<file path="config.mk">
export PLATFORM = sky130hd
export DESIGN_NAME = gcd_normalize_vector
export DESIGN_NICKNAME = d
export VERILOG_FILES = /design/src/hdl/gnv_pkg.sv /design/src/hdl/gnv_store.sv /design/src/hdl/gnv_gcd.sv /design/src/hdl/gnv_div.sv /design/src/hdl/gcd_normalize_vector.sv
export SDC_FILE = /design/constraint.sdc
export NUM_CORES = 2
export LEC_CHECK = 0
export BUFFER_PORTS_ARGS = -buffer_cell sky130_fd_sc_hd__buf_2
export CORE_UTILIZATION = 50
export DETAILED_ROUTE_END_ITERATION = 10
export PLACE_DENSITY = 0.76
export SYNTH_ARGS = -nofsm -noshare
export SYNTH_HDL_FRONTEND = slang
export SYNTH_SLANG_ARGS = --single-unit
</file>
<file path="constraint.sdc">
create_clock -name aclk -period 21.5 [get_ports aclk]
set_input_delay 4.3 -clock aclk [delete_from_list [all_inputs] [get_ports aclk]]
set_output_delay 4.3 -clock aclk [all_outputs]
set_load 0.01 [all_outputs]
</file>
<file path="src/hdl/gnv_pkg.sv">
// Shared package of the vector normaliser: field widths, status codes,
// transaction payload structs and a width helper.
// No dependencies; every other file of the block refers to it by scoped name.
package gnv_pkg;

    localparam int VAL_W            = 64;
    localparam int STATUS_W         = 2;
    localparam int SHIFT_W          = $clog2(VAL_W);
    localparam int MAX_ELEMENTS_DEF = 16;

    localparam logic [STATUS_W-1:0] STATUS_OK       = 2'd0;
    localparam logic [STATUS_W-1:0] STATUS_ALL_ZERO = 2'd1;
    localparam logic [STATUS_W-1:0] STATUS_TOO_MANY = 2'd2;

    typedef struct packed {
        logic [VAL_W-1:0] value;
        logic             last;
    } in_item_t;

    typedef struct packed {
        logic [VAL_W-1:0]    quotient;
        logic [VAL_W-1:0]    divisor;
        logic [STATUS_W-1:0] status;
        logic                final_res;
    } out_item_t;

    // Address width of a store with the given number of entries.
    function automatic int addr_w(input int depth);
        int w;
        w = (depth > 1) ? $clog2(depth) : 1;
        return w;
    endfunction

endpackage

</file>
<file path="src/hdl/gnv_store.sv">
// Element store of the vector normaliser: one write port, one registered read port.
// Depends on gnv_pkg.
module gnv_store #(
    parameter int DEPTH = gnv_pkg::MAX_ELEMENTS_DEF
) (
    input  logic                                aclk,
    input  logic                                wr_en,
    input  logic [gnv_pkg::addr_w(DEPTH)-1:0]   wr_addr,
    input  logic [gnv_pkg::VAL_W-1:0]           wr_data,
    input  logic                                rd_en,
    input  logic [gnv_pkg::addr_w(DEPTH)-1:0]   rd_addr,
    output logic [gnv_pkg::VAL_W-1:0]           rd_data
);

    logic [gnv_pkg::VAL_W-1:0] mem [DEPTH];
    logic [gnv_pkg::VAL_W-1:0] rd_data_reg;

    always_ff @(posedge aclk) begin
        if (wr_en) begin
            mem[wr_addr] <= wr_data;
        end
    end

    always_ff @(posedge aclk) begin
        if (rd_en) begin
            rd_data_reg <= mem[rd_addr];
        end
    end

    assign rd_data = rd_data_reg;

endmodule

</file>
<file path="src/hdl/gnv_gcd.sv">
// Iterative binary greatest-common-divisor unit, one reduction step per cycle.
// Depends on gnv_pkg.
module gnv_gcd (
    input  logic                      aclk,
    input  logic                      aresetn,
    input  logic                      start,
    input  logic [gnv_pkg::VAL_W-1:0] a_in,
    input  logic [gnv_pkg::VAL_W-1:0] b_in,
    output logic                      done,
    output logic [gnv_pkg::VAL_W-1:0] result
);

    typedef enum logic [2:0] {
        G_IDLE    = 3'b001,
        G_REDUCE  = 3'b010,
        G_RESTORE = 3'b100
    } gcd_phase_t;

    gcd_phase_t                  phase_reg, phase_next;
    logic [gnv_pkg::VAL_W-1:0]   a_reg, a_next;
    logic [gnv_pkg::VAL_W-1:0]   b_reg, b_next;
    logic [gnv_pkg::SHIFT_W-1:0] k_reg, k_next;
    logic [gnv_pkg::VAL_W-1:0]   diff_ab;
    logic [gnv_pkg::VAL_W-1:0]   diff_ba;

    assign diff_ab = a_reg - b_reg;
    assign diff_ba = b_reg - a_reg;

    always_comb begin
        phase_next = phase_reg;
        a_next     = a_reg;
        b_next     = b_reg;
        k_next     = k_reg;
        case (phase_reg)
            G_IDLE: begin
                if (start) begin
                    k_next = '0;
                    if (a_in == '0) begin
                        a_next     = b_in;
                        phase_next = G_RESTORE;
                    end else if (b_in == '0) begin
                        a_next     = a_in;
                        phase_next = G_RESTORE;
                    end else begin
                        a_next     = a_in;
                        b_next     = b_in;
                        phase_next = G_REDUCE;
                    end
                end
            end
            G_REDUCE: begin
                // Each step halves at least one operand, so the loop ends
                // within the combined bit length of both operands.
                if (a_reg == b_reg) begin
                    phase_next = G_RESTORE;
                end else if (!a_reg[0] && !b_reg[0]) begin
                    a_next = a_reg >> 1;
                    b_next = b_reg >> 1;
                    k_next = k_reg + 1'b1;
                end else if (!a_reg[0]) begin
                    a_next = a_reg >> 1;
                end else if (!b_reg[0]) begin
                    b_next = b_reg >> 1;
                end else if (a_reg > b_reg) begin
                    a_next = diff_ab >> 1;
                end else begin
                    b_next = diff_ba >> 1;
                end
            end
            G_RESTORE: begin
                // Put back the common factors of two, one bit a cycle.
                if (k_reg == '0) begin
                    phase_next = G_IDLE;
                end else begin
                    a_next = a_reg << 1;
                    k_next = k_reg - 1'b1;
                end
            end
            default: begin
                phase_next = G_IDLE;
            end
        endcase
    end

    always_ff @(posedge aclk) begin
        if (!aresetn) begin
            phase_reg <= G_IDLE;
        end else begin
            phase_reg <= phase_next;
        end
    end

    always_ff @(posedge aclk) begin
        a_reg <= a_next;
        b_reg <= b_next;
        k_reg <= k_next;
    end

    assign done   = (phase_reg == G_RESTORE) && (k_reg == '0);
    assign result = a_reg;

endmodule

</file>
<file path="src/hdl/gnv_div.sv">
// Bit-serial restoring divider: one quotient bit per cycle, most significant first.
// Depends on gnv_pkg.
module gnv_div (
    input  logic                      aclk,
    input  logic                      aresetn,
    input  logic                      start,
    input  logic [gnv_pkg::VAL_W-1:0] dividend,
    input  logic [gnv_pkg::VAL_W-1:0] denom,
    output logic                      done,
    output logic [gnv_pkg::VAL_W-1:0] quotient
);

    localparam int CNT_W = $clog2(gnv_pkg::VAL_W) + 1;

    logic                      busy_reg, busy_next;
    logic                      done_reg, done_next;
    logic [CNT_W-1:0]          cnt_reg, cnt_next;
    logic [gnv_pkg::VAL_W-1:0] rem_reg, rem_next;
    logic [gnv_pkg::VAL_W-1:0] quo_reg, quo_next;
    logic [gnv_pkg::VAL_W-1:0] den_reg, den_next;
    logic [gnv_pkg::VAL_W:0]   trial;

    // Partial remainder with the next dividend bit brought down, less the divisor.
    assign trial = {rem_reg, quo_reg[gnv_pkg::VAL_W-1]} - {1'b0, den_reg};

    always_comb begin
        busy_next = busy_reg;
        done_next = 1'b0;
        cnt_next  = cnt_reg;
        rem_next  = rem_reg;
        quo_next  = quo_reg;
        den_next  = den_reg;
        if (busy_reg) begin
            if (trial[gnv_pkg::VAL_W]) begin
                rem_next = {rem_reg[gnv_pkg::VAL_W-2:0], quo_reg[gnv_pkg::VAL_W-1]};
                quo_next = {quo_reg[gnv_pkg::VAL_W-2:0], 1'b0};
            end else begin
                rem_next = trial[gnv_pkg::VAL_W-1:0];
                quo_next = {quo_reg[gnv_pkg::VAL_W-2:0], 1'b1};
            end
            cnt_next = cnt_reg - 1'b1;
            if (cnt_reg == CNT_W'(1)) begin
                busy_next = 1'b0;
                done_next = 1'b1;
            end
        end else if (start) begin
            busy_next = 1'b1;
            cnt_next  = CNT_W'(gnv_pkg::VAL_W);
            rem_next  = '0;
            quo_next  = dividend;
            den_next  = denom;
        end
    end

    always_ff @(posedge aclk) begin
        if (!aresetn) begin
            busy_reg <= 1'b0;
            done_reg <= 1'b0;
        end else begin
            busy_reg <= busy_next;
            done_reg <= done_next;
        end
    end

    always_ff @(posedge aclk) begin
        cnt_reg <= cnt_next;
        rem_reg <= rem_next;
        quo_reg <= quo_next;
        den_reg <= den_next;
    end

    assign done     = done_reg;
    assign quotient = quo_reg;

endmodule

</file>
<file path="src/hdl/gcd_normalize_vector.sv">
// Top level of the vector normaliser: control sequencer, output register and run state.
// Depends on gnv_pkg, gnv_store, gnv_gcd and gnv_div.
//
// The block takes one unsigned 64-bit element per input transaction, with last
// marking the final element of a vector, and works on one transaction at a time.
// Each element is written to the element store (up to MAX_ELEMENTS of them) and
// folded into a running greatest common divisor by a binary GCD unit that makes
// one reduction step a cycle, at most one step per bit of the two operands, and
// then restores one by one the common factors of two it took out. After the last
// element the block emits one result transaction per stored element, in arrival
// order, each being the element divided by the common divisor; for each result
// the store is read and a bit-serial divider is loaded, which then gives one
// quotient bit a cycle until the full 64-bit quotient is formed. Only the
// last result of a run carries final_res. If more elements arrived than the store
// holds, a single result with status 2 (too many) and the divisor of all elements
// is given instead; if every element was zero, a single result with status 1 and
// a zero divisor. The store needs no clearing after reset: each run only reads the
// entries it has written. A result waits in an output register until taken, and
// no new element is taken while it waits.
module gcd_normalize_vector #(
    parameter int MAX_ELEMENTS = gnv_pkg::MAX_ELEMENTS_DEF
) (
    input  logic               aclk,
    input  logic               aresetn,
    input  logic               s_valid,
    output logic               s_ready,
    input  gnv_pkg::in_item_t  s_data,
    output logic               m_valid,
    input  logic               m_ready,
    output gnv_pkg::out_item_t m_data
);

    localparam int CNT_W  = $clog2(MAX_ELEMENTS + 1);
    localparam int ADDR_W = gnv_pkg::addr_w(MAX_ELEMENTS);

    typedef enum logic [5:0] {
        ST_IDLE = 6'b000001,
        ST_GCD  = 6'b000010,
        ST_RD   = 6'b000100,
        ST_LOAD = 6'b001000,
        ST_DIV  = 6'b010000,
        ST_OUT  = 6'b100000
    } state_t;

    state_t                    state_reg, state_next;
    logic [gnv_pkg::VAL_W-1:0] gcd_reg, gcd_next;
    logic [CNT_W-1:0]          count_reg, count_next;
    logic [CNT_W-1:0]          idx_reg, idx_next;
    logic                      ovf_reg, ovf_next;
    logic                      last_reg, last_next;
    logic                      end_reg, end_next;
    gnv_pkg::out_item_t        out_reg, out_next;

    logic                      s_accept;
    logic                      m_accept;
    logic                      room;
    logic                      gcd_done;
    logic [gnv_pkg::VAL_W-1:0] gcd_result;
    logic                      rd_en;
    logic [gnv_pkg::VAL_W-1:0] rd_data;
    logic                      div_start;
    logic                      div_done;
    logic [gnv_pkg::VAL_W-1:0] div_quo;
    logic [CNT_W-1:0]          idx_inc;

    assign s_ready  = (state_reg == ST_IDLE);
    assign m_valid  = (state_reg == ST_OUT);
    assign m_data   = out_reg;
    assign s_accept = s_valid && s_ready;
    assign m_accept = m_valid && m_ready;
    assign room     = (count_reg < CNT_W'(MAX_ELEMENTS));
    assign rd_en    = (state_reg == ST_RD);
    assign div_start = (state_reg == ST_LOAD);
    assign idx_inc  = idx_reg + 1'b1;

    gnv_store #(
        .DEPTH (MAX_ELEMENTS)
    ) u_store (
        .aclk    (aclk),
        .wr_en   (s_accept && room),
        .wr_addr (count_reg[ADDR_W-1:0]),
        .wr_data (s_data.value),
        .rd_en   (rd_en),
        .rd_addr (idx_reg[ADDR_W-1:0]),
        .rd_data (rd_data)
    );

    gnv_gcd u_gcd (
        .aclk    (aclk),
        .aresetn (aresetn),
        .start   (s_accept),
        .a_in    (gcd_reg),
        .b_in    (s_data.value),
        .done    (gcd_done),
        .result  (gcd_result)
    );

    gnv_div u_div (
        .aclk     (aclk),
        .aresetn  (aresetn),
        .start    (div_start),
        .dividend (rd_data),
        .denom    (gcd_reg),
        .done     (div_done),
        .quotient (div_quo)
    );

    always_comb begin
        state_next = state_reg;
        gcd_next   = gcd_reg;
        count_next = count_reg;
        idx_next   = idx_reg;
        ovf_next   = ovf_reg;
        last_next  = last_reg;
        end_next   = end_reg;
        out_next   = out_reg;
        case (state_reg)
            ST_IDLE: begin
                if (s_accept) begin
                    // Elements beyond the store's depth are dropped but still
                    // count towards the divisor.
                    if (room) begin
                        count_next = count_reg + 1'b1;
                    end else begin
                        ovf_next = 1'b1;
                    end
                    last_next  = s_data.last;
                    state_next = ST_GCD;
                end
            end
            ST_GCD: begin
                if (gcd_done) begin
                    gcd_next = gcd_result;
                    if (!last_reg) begin
                        state_next = ST_IDLE;
                    end else if (ovf_reg) begin
                        out_next.quotient  = '0;
                        out_next.divisor   = gcd_result;
                        out_next.status    = gnv_pkg::STATUS_TOO_MANY;
                        out_next.final_res = 1'b1;
                        end_next           = 1'b1;
                        state_next         = ST_OUT;
                    end else if (gcd_result == '0) begin
                        out_next.quotient  = '0;
                        out_next.divisor   = '0;
                        out_next.status    = gnv_pkg::STATUS_ALL_ZERO;
                        out_next.final_res = 1'b1;
                        end_next           = 1'b1;
                        state_next         = ST_OUT;
                    end else begin
                        idx_next   = '0;
                        state_next = ST_RD;
                    end
                end
            end
            ST_RD: begin
                state_next = ST_LOAD;
            end
            ST_LOAD: begin
                state_next = ST_DIV;
            end
            ST_DIV: begin
                if (div_done) begin
                    out_next.quotient  = div_quo;
                    out_next.divisor   = gcd_reg;
                    out_next.status    = gnv_pkg::STATUS_OK;
                    out_next.final_res = (idx_inc == count_reg);
                    end_next           = (idx_inc == count_reg);
                    state_next         = ST_OUT;
                end
            end
            ST_OUT: begin
                if (m_accept) begin
                    if (end_reg) begin
                        // Run complete: clear the run state for the next vector.
                        gcd_next   = '0;
                        count_next = '0;
                        ovf_next   = 1'b0;
                        end_next   = 1'b0;
                        state_next = ST_IDLE;
                    end else begin
                        idx_next   = idx_inc;
                        state_next = ST_RD;
                    end
                end
            end
            default: begin
                state_next = ST_IDLE;
            end
        endcase
    end

    always_ff @(posedge aclk) begin
        if (!aresetn) begin
            state_reg <= ST_IDLE;
            gcd_reg   <= '0;
            count_reg <= '0;
            idx_reg   <= '0;
            ovf_reg   <= 1'b0;
            last_reg  <= 1'b0;
            end_reg   <= 1'b0;
        end else begin
            state_reg <= state_next;
            gcd_reg   <= gcd_next;
            count_reg <= count_next;
            idx_reg   <= idx_next;
            ovf_reg   <= ovf_next;
            last_reg  <= last_next;
            end_reg   <= end_next;
        end
    end

    always_ff @(posedge aclk) begin
        out_reg <= out_next;
    end

endmodule
</file>
Word-level counts from Yosys, hierarchy flattened:

Memories as Yosys holds them, arrays and structs flattened. A register that Yosys moved wholly into a read port is not among the register bits.
Cells that the tools add are included.

* add/subtract/negate cells: 8
* order comparisons: 2
* eq/ne operators: 36
* muxes and demuxes: 86
* bitwise logic cells: 1
* reductions and logical operators: 34

Operator list (count)
* 64-bit two-way mux: 24
* 131-bit two-way mux: 5
* 131-bit one-hot mux with 2 select lines: 1
* 64-bit one-hot mux with 2 select lines: 2
* 64-bit logical NOT: 3
* 64-bit one-hot mux with 3 select lines: 1
* 64-bit subtractor: 2
* 6-bit two-way mux: 11
* 65-bit by 64-bit subtractor with 65-bit output: 1
* 64-bit == test: 1
* 64-bit > comparator: 1
* 5-bit two-way mux: 10
* 6-bit one-hot mux with 6 select lines: 1
* 2-bit != test (second input constant): 11
* 5-bit one-hot mux with 2 select lines: 2
* 5-bit AND reduction: 4
* 3-bit two-way mux: 6
* 6-bit one-hot mux with 3 select lines: 1
* 6-bit AND reduction: 3
* 1-bit two-way mux: 17
* 2-bit by 1-bit != test with 1-bit output (second input constant): 8
* 7-bit two-way mux: 2
* 7-bit AND reduction: 2
* 4-bit != test (second input constant): 3
* 30 further kinds: 45

* register bits after elaboration: 552
* bits in writable memories: 1024
* input bits: 69
* output and inout bits: 133
* word-level logic and storage cells: 191
* memories: 1

Memory list
* u_store.mem: words 16, bits a word 64, read ports 1, clocked after memory_dff 1, wr ports 1, line gnv_store.sv:15 `logic [gnv_pkg::VAL_W-1:0] mem [DEPTH];`

Logic depth before layout (Yosys ltp):

* depth after elaboration: 7
* mapped depth: 16
* depth with buffers taken out: 14

By module:

A second synthesis with hierarchy kept.

* cells, all modules: 5675
* area, all modules: 77096.4 µm²

Modules (own cells, without submodules)
* gnv_store: instances 1, cells an instance 1647, area an instance 40222.3 µm², seq. area each 32671.3 µm²
* gnv_gcd: instances 1, cells an instance 1988, area an instance 15518.6 µm², seq. area each 4083.9 µm²
* gnv_div: instances 1, cells an instance 1176, area an instance 12325.6 µm², seq. area each 6015.8 µm²
* gcd_normalize_vector: instances 1, cells an instance 864, area an instance 9029.9 µm², seq. area each 5595.4 µm²

Worst setup path after synthesis:

OpenSTA, ideal clock, no wires.

* path type: register to register
* from: register u_gcd.a_reg, in the netlist u_gcd.result[0]
* to: register out_reg, in the netlist m_data[0], enable pin
* setup time: 0.667 ns
* arrival time: 8.036 ns
* required time: 20.833 ns
* setup slack: 12.797 ns
* stages on the path, launching flop included: 8
* path buffers: 1
* clock period less this slack: 8.703 ns
* path through: edfxtp_1 clkbuf_1 nor4_1 nand4_1 nor4_1 nor3_1 or3_1 a21oi_1

* cells in the longest elaborated chain, start to end: 3

RTL lines
* start: declaration: line gnv_gcd.sv:20 `logic [gnv_pkg::VAL_W-1:0] a_reg, a_next;`
* start signal: assignment: line gnv_gcd.sv:94 `a_reg <= a_next;`
* 64-bit logical NOT: line gcd_normalize_vector.sv:143 `end else if (gcd_result == '0) begin`
* 3-bit != test (no source line)
* 5-bit AND reduction (no source line)
* end signal: assignment: line gcd_normalize_vector.sv:214 `out_reg <= out_next;`
* end: declaration: line gcd_normalize_vector.sv:52 `gnv_pkg::out_item_t out_reg, out_next;`

Every way passes these cells.
A chain may end at the register's enable or synchronous reset.

Final worst setup path:

* from: register state_reg[3]
* to: output m_valid

* cells in the longest elaborated chain, start to end: 1

RTL lines
* start: declaration: line gcd_normalize_vector.sv:45 `state_t state_reg, state_next;`
* start signal: assignment: line gcd_normalize_vector.sv:203 `state_reg <= state_next;`
* 6-bit == test: line gcd_normalize_vector.sv:67 `assign m_valid = (state_reg == ST_OUT);`
* end: declaration: line gcd_normalize_vector.sv:28 `output logic m_valid,`

Every way passes these cells.

==> results.json <==
{
  "cp.required_ns": 17.20,
  "r2r_start": "u_gcd.result[55]",
  "num_vias": 50500,
  "setup.worst_path.start": "state_reg[3]",
  "hold_viol": 0,
  "wl_per_cell_um": 30.4,
  "clk_pin_slew_ns": 0.06,
  "yosysWarningCount": 0,
  "ant_nets": 0,
  "cap_viol_max_count": 0,
  "grt_pass1_vias": 49400,
  "initial_core_util": 0.506,
  "syn-num-nets": 5697,
  "cts-htree-levels": 4,
  "period_share": 0.338,
  "max-slew-margin-rel": 0.0644,
  "rsz0062_at_grt": "no",
  "ys_ff_latch": 1640,
  "finClkSkew_ns": 0.0653,
  "critPathLaunchType": "register",
  "rows": 142,
  "die_height_um": 392,
  "final_max_slew_viol_count": 0,
  "grt_overflow": 0,
  "final_cells": 7735,
  "layout_commonest_cell": "edfxtp_1",
  "top_register": "u_store.mem",
  "worstPathArrival_ns": 2.97,
  "gp_congestion": 1.00,
  "ys_types": 85,
  "async_flop_share": 0,
  "clock_sinks": 1640,
  "seq_area_frac_synth": 0.635,
  "core_area_um2": 150000,
  "tightest_slew_ns": 1.39,
  "cts_tree": "yes",
  "syn-instance-count": 5420,
  "syn_area_per_cell_um2": 14.0,
  "fin_crit_ns": 7.27,
  "critPathMaxFanout": 74,
  "vias_per_cell": 6.53,
  "synthFlopType": "edfxtp_1",
  "hold_buffers": 0,
  "drt_iter0_markers": 7649,
  "clock_path_buffers": 3,
  "die_w_um": 392,
  "ir_worst_vdd_uv": 190,
  "hp-start": "idx_reg[4]",
  "final_cell_mix": "edfxtp_1, nand2_1, a21oi_1, mux4_2, nor2_1",
  "ioPinCount": 202,
  "hpwlAfterDp_mm": 151,
  "numCtsBuffers": 168,
  "grt_max_degree": 77,
  "hp-class": "register to register",
  "leakage_nw": 29.0,
  "grt_pass1_wl_mm": 338,
  "route.detailed.drc": 0,
  "clk-insertion-delay-late_ns": 0.86,
  "first_pass_iters": 8,
  "die_area_um2": 154000,
  "post-place-cells": 7412,
  "drive_gt1_frac": 0.173,
  "tns_ns": 0,
  "power.density_nw_per_um2": 124,
  "root_buffer": "clkbuf_16",
  "grtUsageTotal": 0.304,
  "nets": 5843,
  "worst-setup-path-type": "register to primary output",
  "cts_resized": 0,
  "timing.fmax_ghz": 0.137,
  "largest_reg_flops": 1024,
  "setup_violations": 0,
  "synth_area_um2": 76100,
  "io_buffers": 201,
  "synthToLayoutAreaGrowth_pct": 11.7,
  "postRouteWirelength_mm": 235,
  "status": "finished, final reports clean",
  "synth_edf_count": 1552,
  "post_cts.repair.setup_buffers": 0,
  "end_kind": "primary output",
  "antenna_found_initial": 35
}
[layer usage]
layer  up-vias  global-route usage  wire (um)
met4        32               0.149      12500
met1     25000               0.403      86900
met3       667              0.0887      29200
met5         -                   0        306
met2      3632               0.460     106000
li1      21200                   -          -
[metrics by stage]
step | cell area [um2] | hold slack [ns] | setup WS, ns | utilization | total power, mW
2_1_floorplan | 76100 | 0.460 | 12.80 | - | 6.17
3_3_place_gp | 79200 | 0.484 | 14.06 | 0.526 | 7.34
3_5_place_dp | 79200 | 0.498 | 14.04 | 0.526 | 7.35
4_1_cts | 85000 | 0.508 | 14.24 | 0.565 | 10.4
5_1_grt | 85000 | 0.543 | 14.12 | 0.565 | 10.8
6_report | 85000 | 0.509 | 14.23 | 0.565 | 10.5
[final timing paths]
kind / to / slack [ns] / depth (start not counted)
worst max-delay path: m_valid / 14.23 / 6
worst min-delay path: idx_reg[4] / 0.51 / 2
worst max register to register: u_gcd.b_reg[57] / 15.42 / 14
worst min register to register: idx_reg[4] / 0.51 / 2
[cell usage after synthesis, drive strengths merged, types with 19 or more instances]
cell,count,area share
nand3,173,0.011
nor3,44,0.0029
ha,204,0.034
and2,101,0.0083
a21boi,60,0.0060
a22oi,58,0.0059
xnor2,129,0.015
edfxtp,1552,0.61
o21ai,180,0.012
o21bai,65,0.0064
a211oi,19,0.0020
nor4,68,0.0057
nand2,463,0.023
mux4,320,0.095
clkbuf,217,0.011
a21o,85,0.0084
nor2,283,0.014
nand4,66,0.0054
buf,89,0.0054
xor2,67,0.0078
inv,259,0.013
a221oi,56,0.0065
a21oi,429,0.028
dfxtp,88,0.023
o221ai,65,0.0076
mux2,63,0.0093
[area by class of cell]
class,instances,area (um2)
tap,2016,2520
antenna,13,32.5
clock buffer,200,4370
timing repair buffer,282,1610
multi-input combinational,3215,25700
inverter,259,972
sequential,1640,48400
fill,11700,65500
clock inverter,110,1390
[critical path, cell delays in order (launching register included)]
cell and delay, ns:
dfxtp_1 0.37, nor3_1 0.27, nand2b_1 0.14, or3b_2 0.46, buf_4 0.41, inv_1 0.28
buf_2 0.22
[cells by family after synthesis]
kind of cell	count (synthesis)	share of synthesized area
flops	1640	0.635
mux	385	0.104
buf+inv	565	0.0289
xor+xnor	196	0.0227
simple gates	1287	0.0785
compound gates	1139	0.0958
fa+ha+maj	208	0.0346
[power breakdown]
group	internal, mW	total [mW]	switching (mW)
clock network	1.71	3.05	1.34
logic	1.08	3.39	2.32
registers	3.76	4.07	0.306
total	6.54	10.5	3.96
No activity file was read; power rests on OpenSTA's default activity.
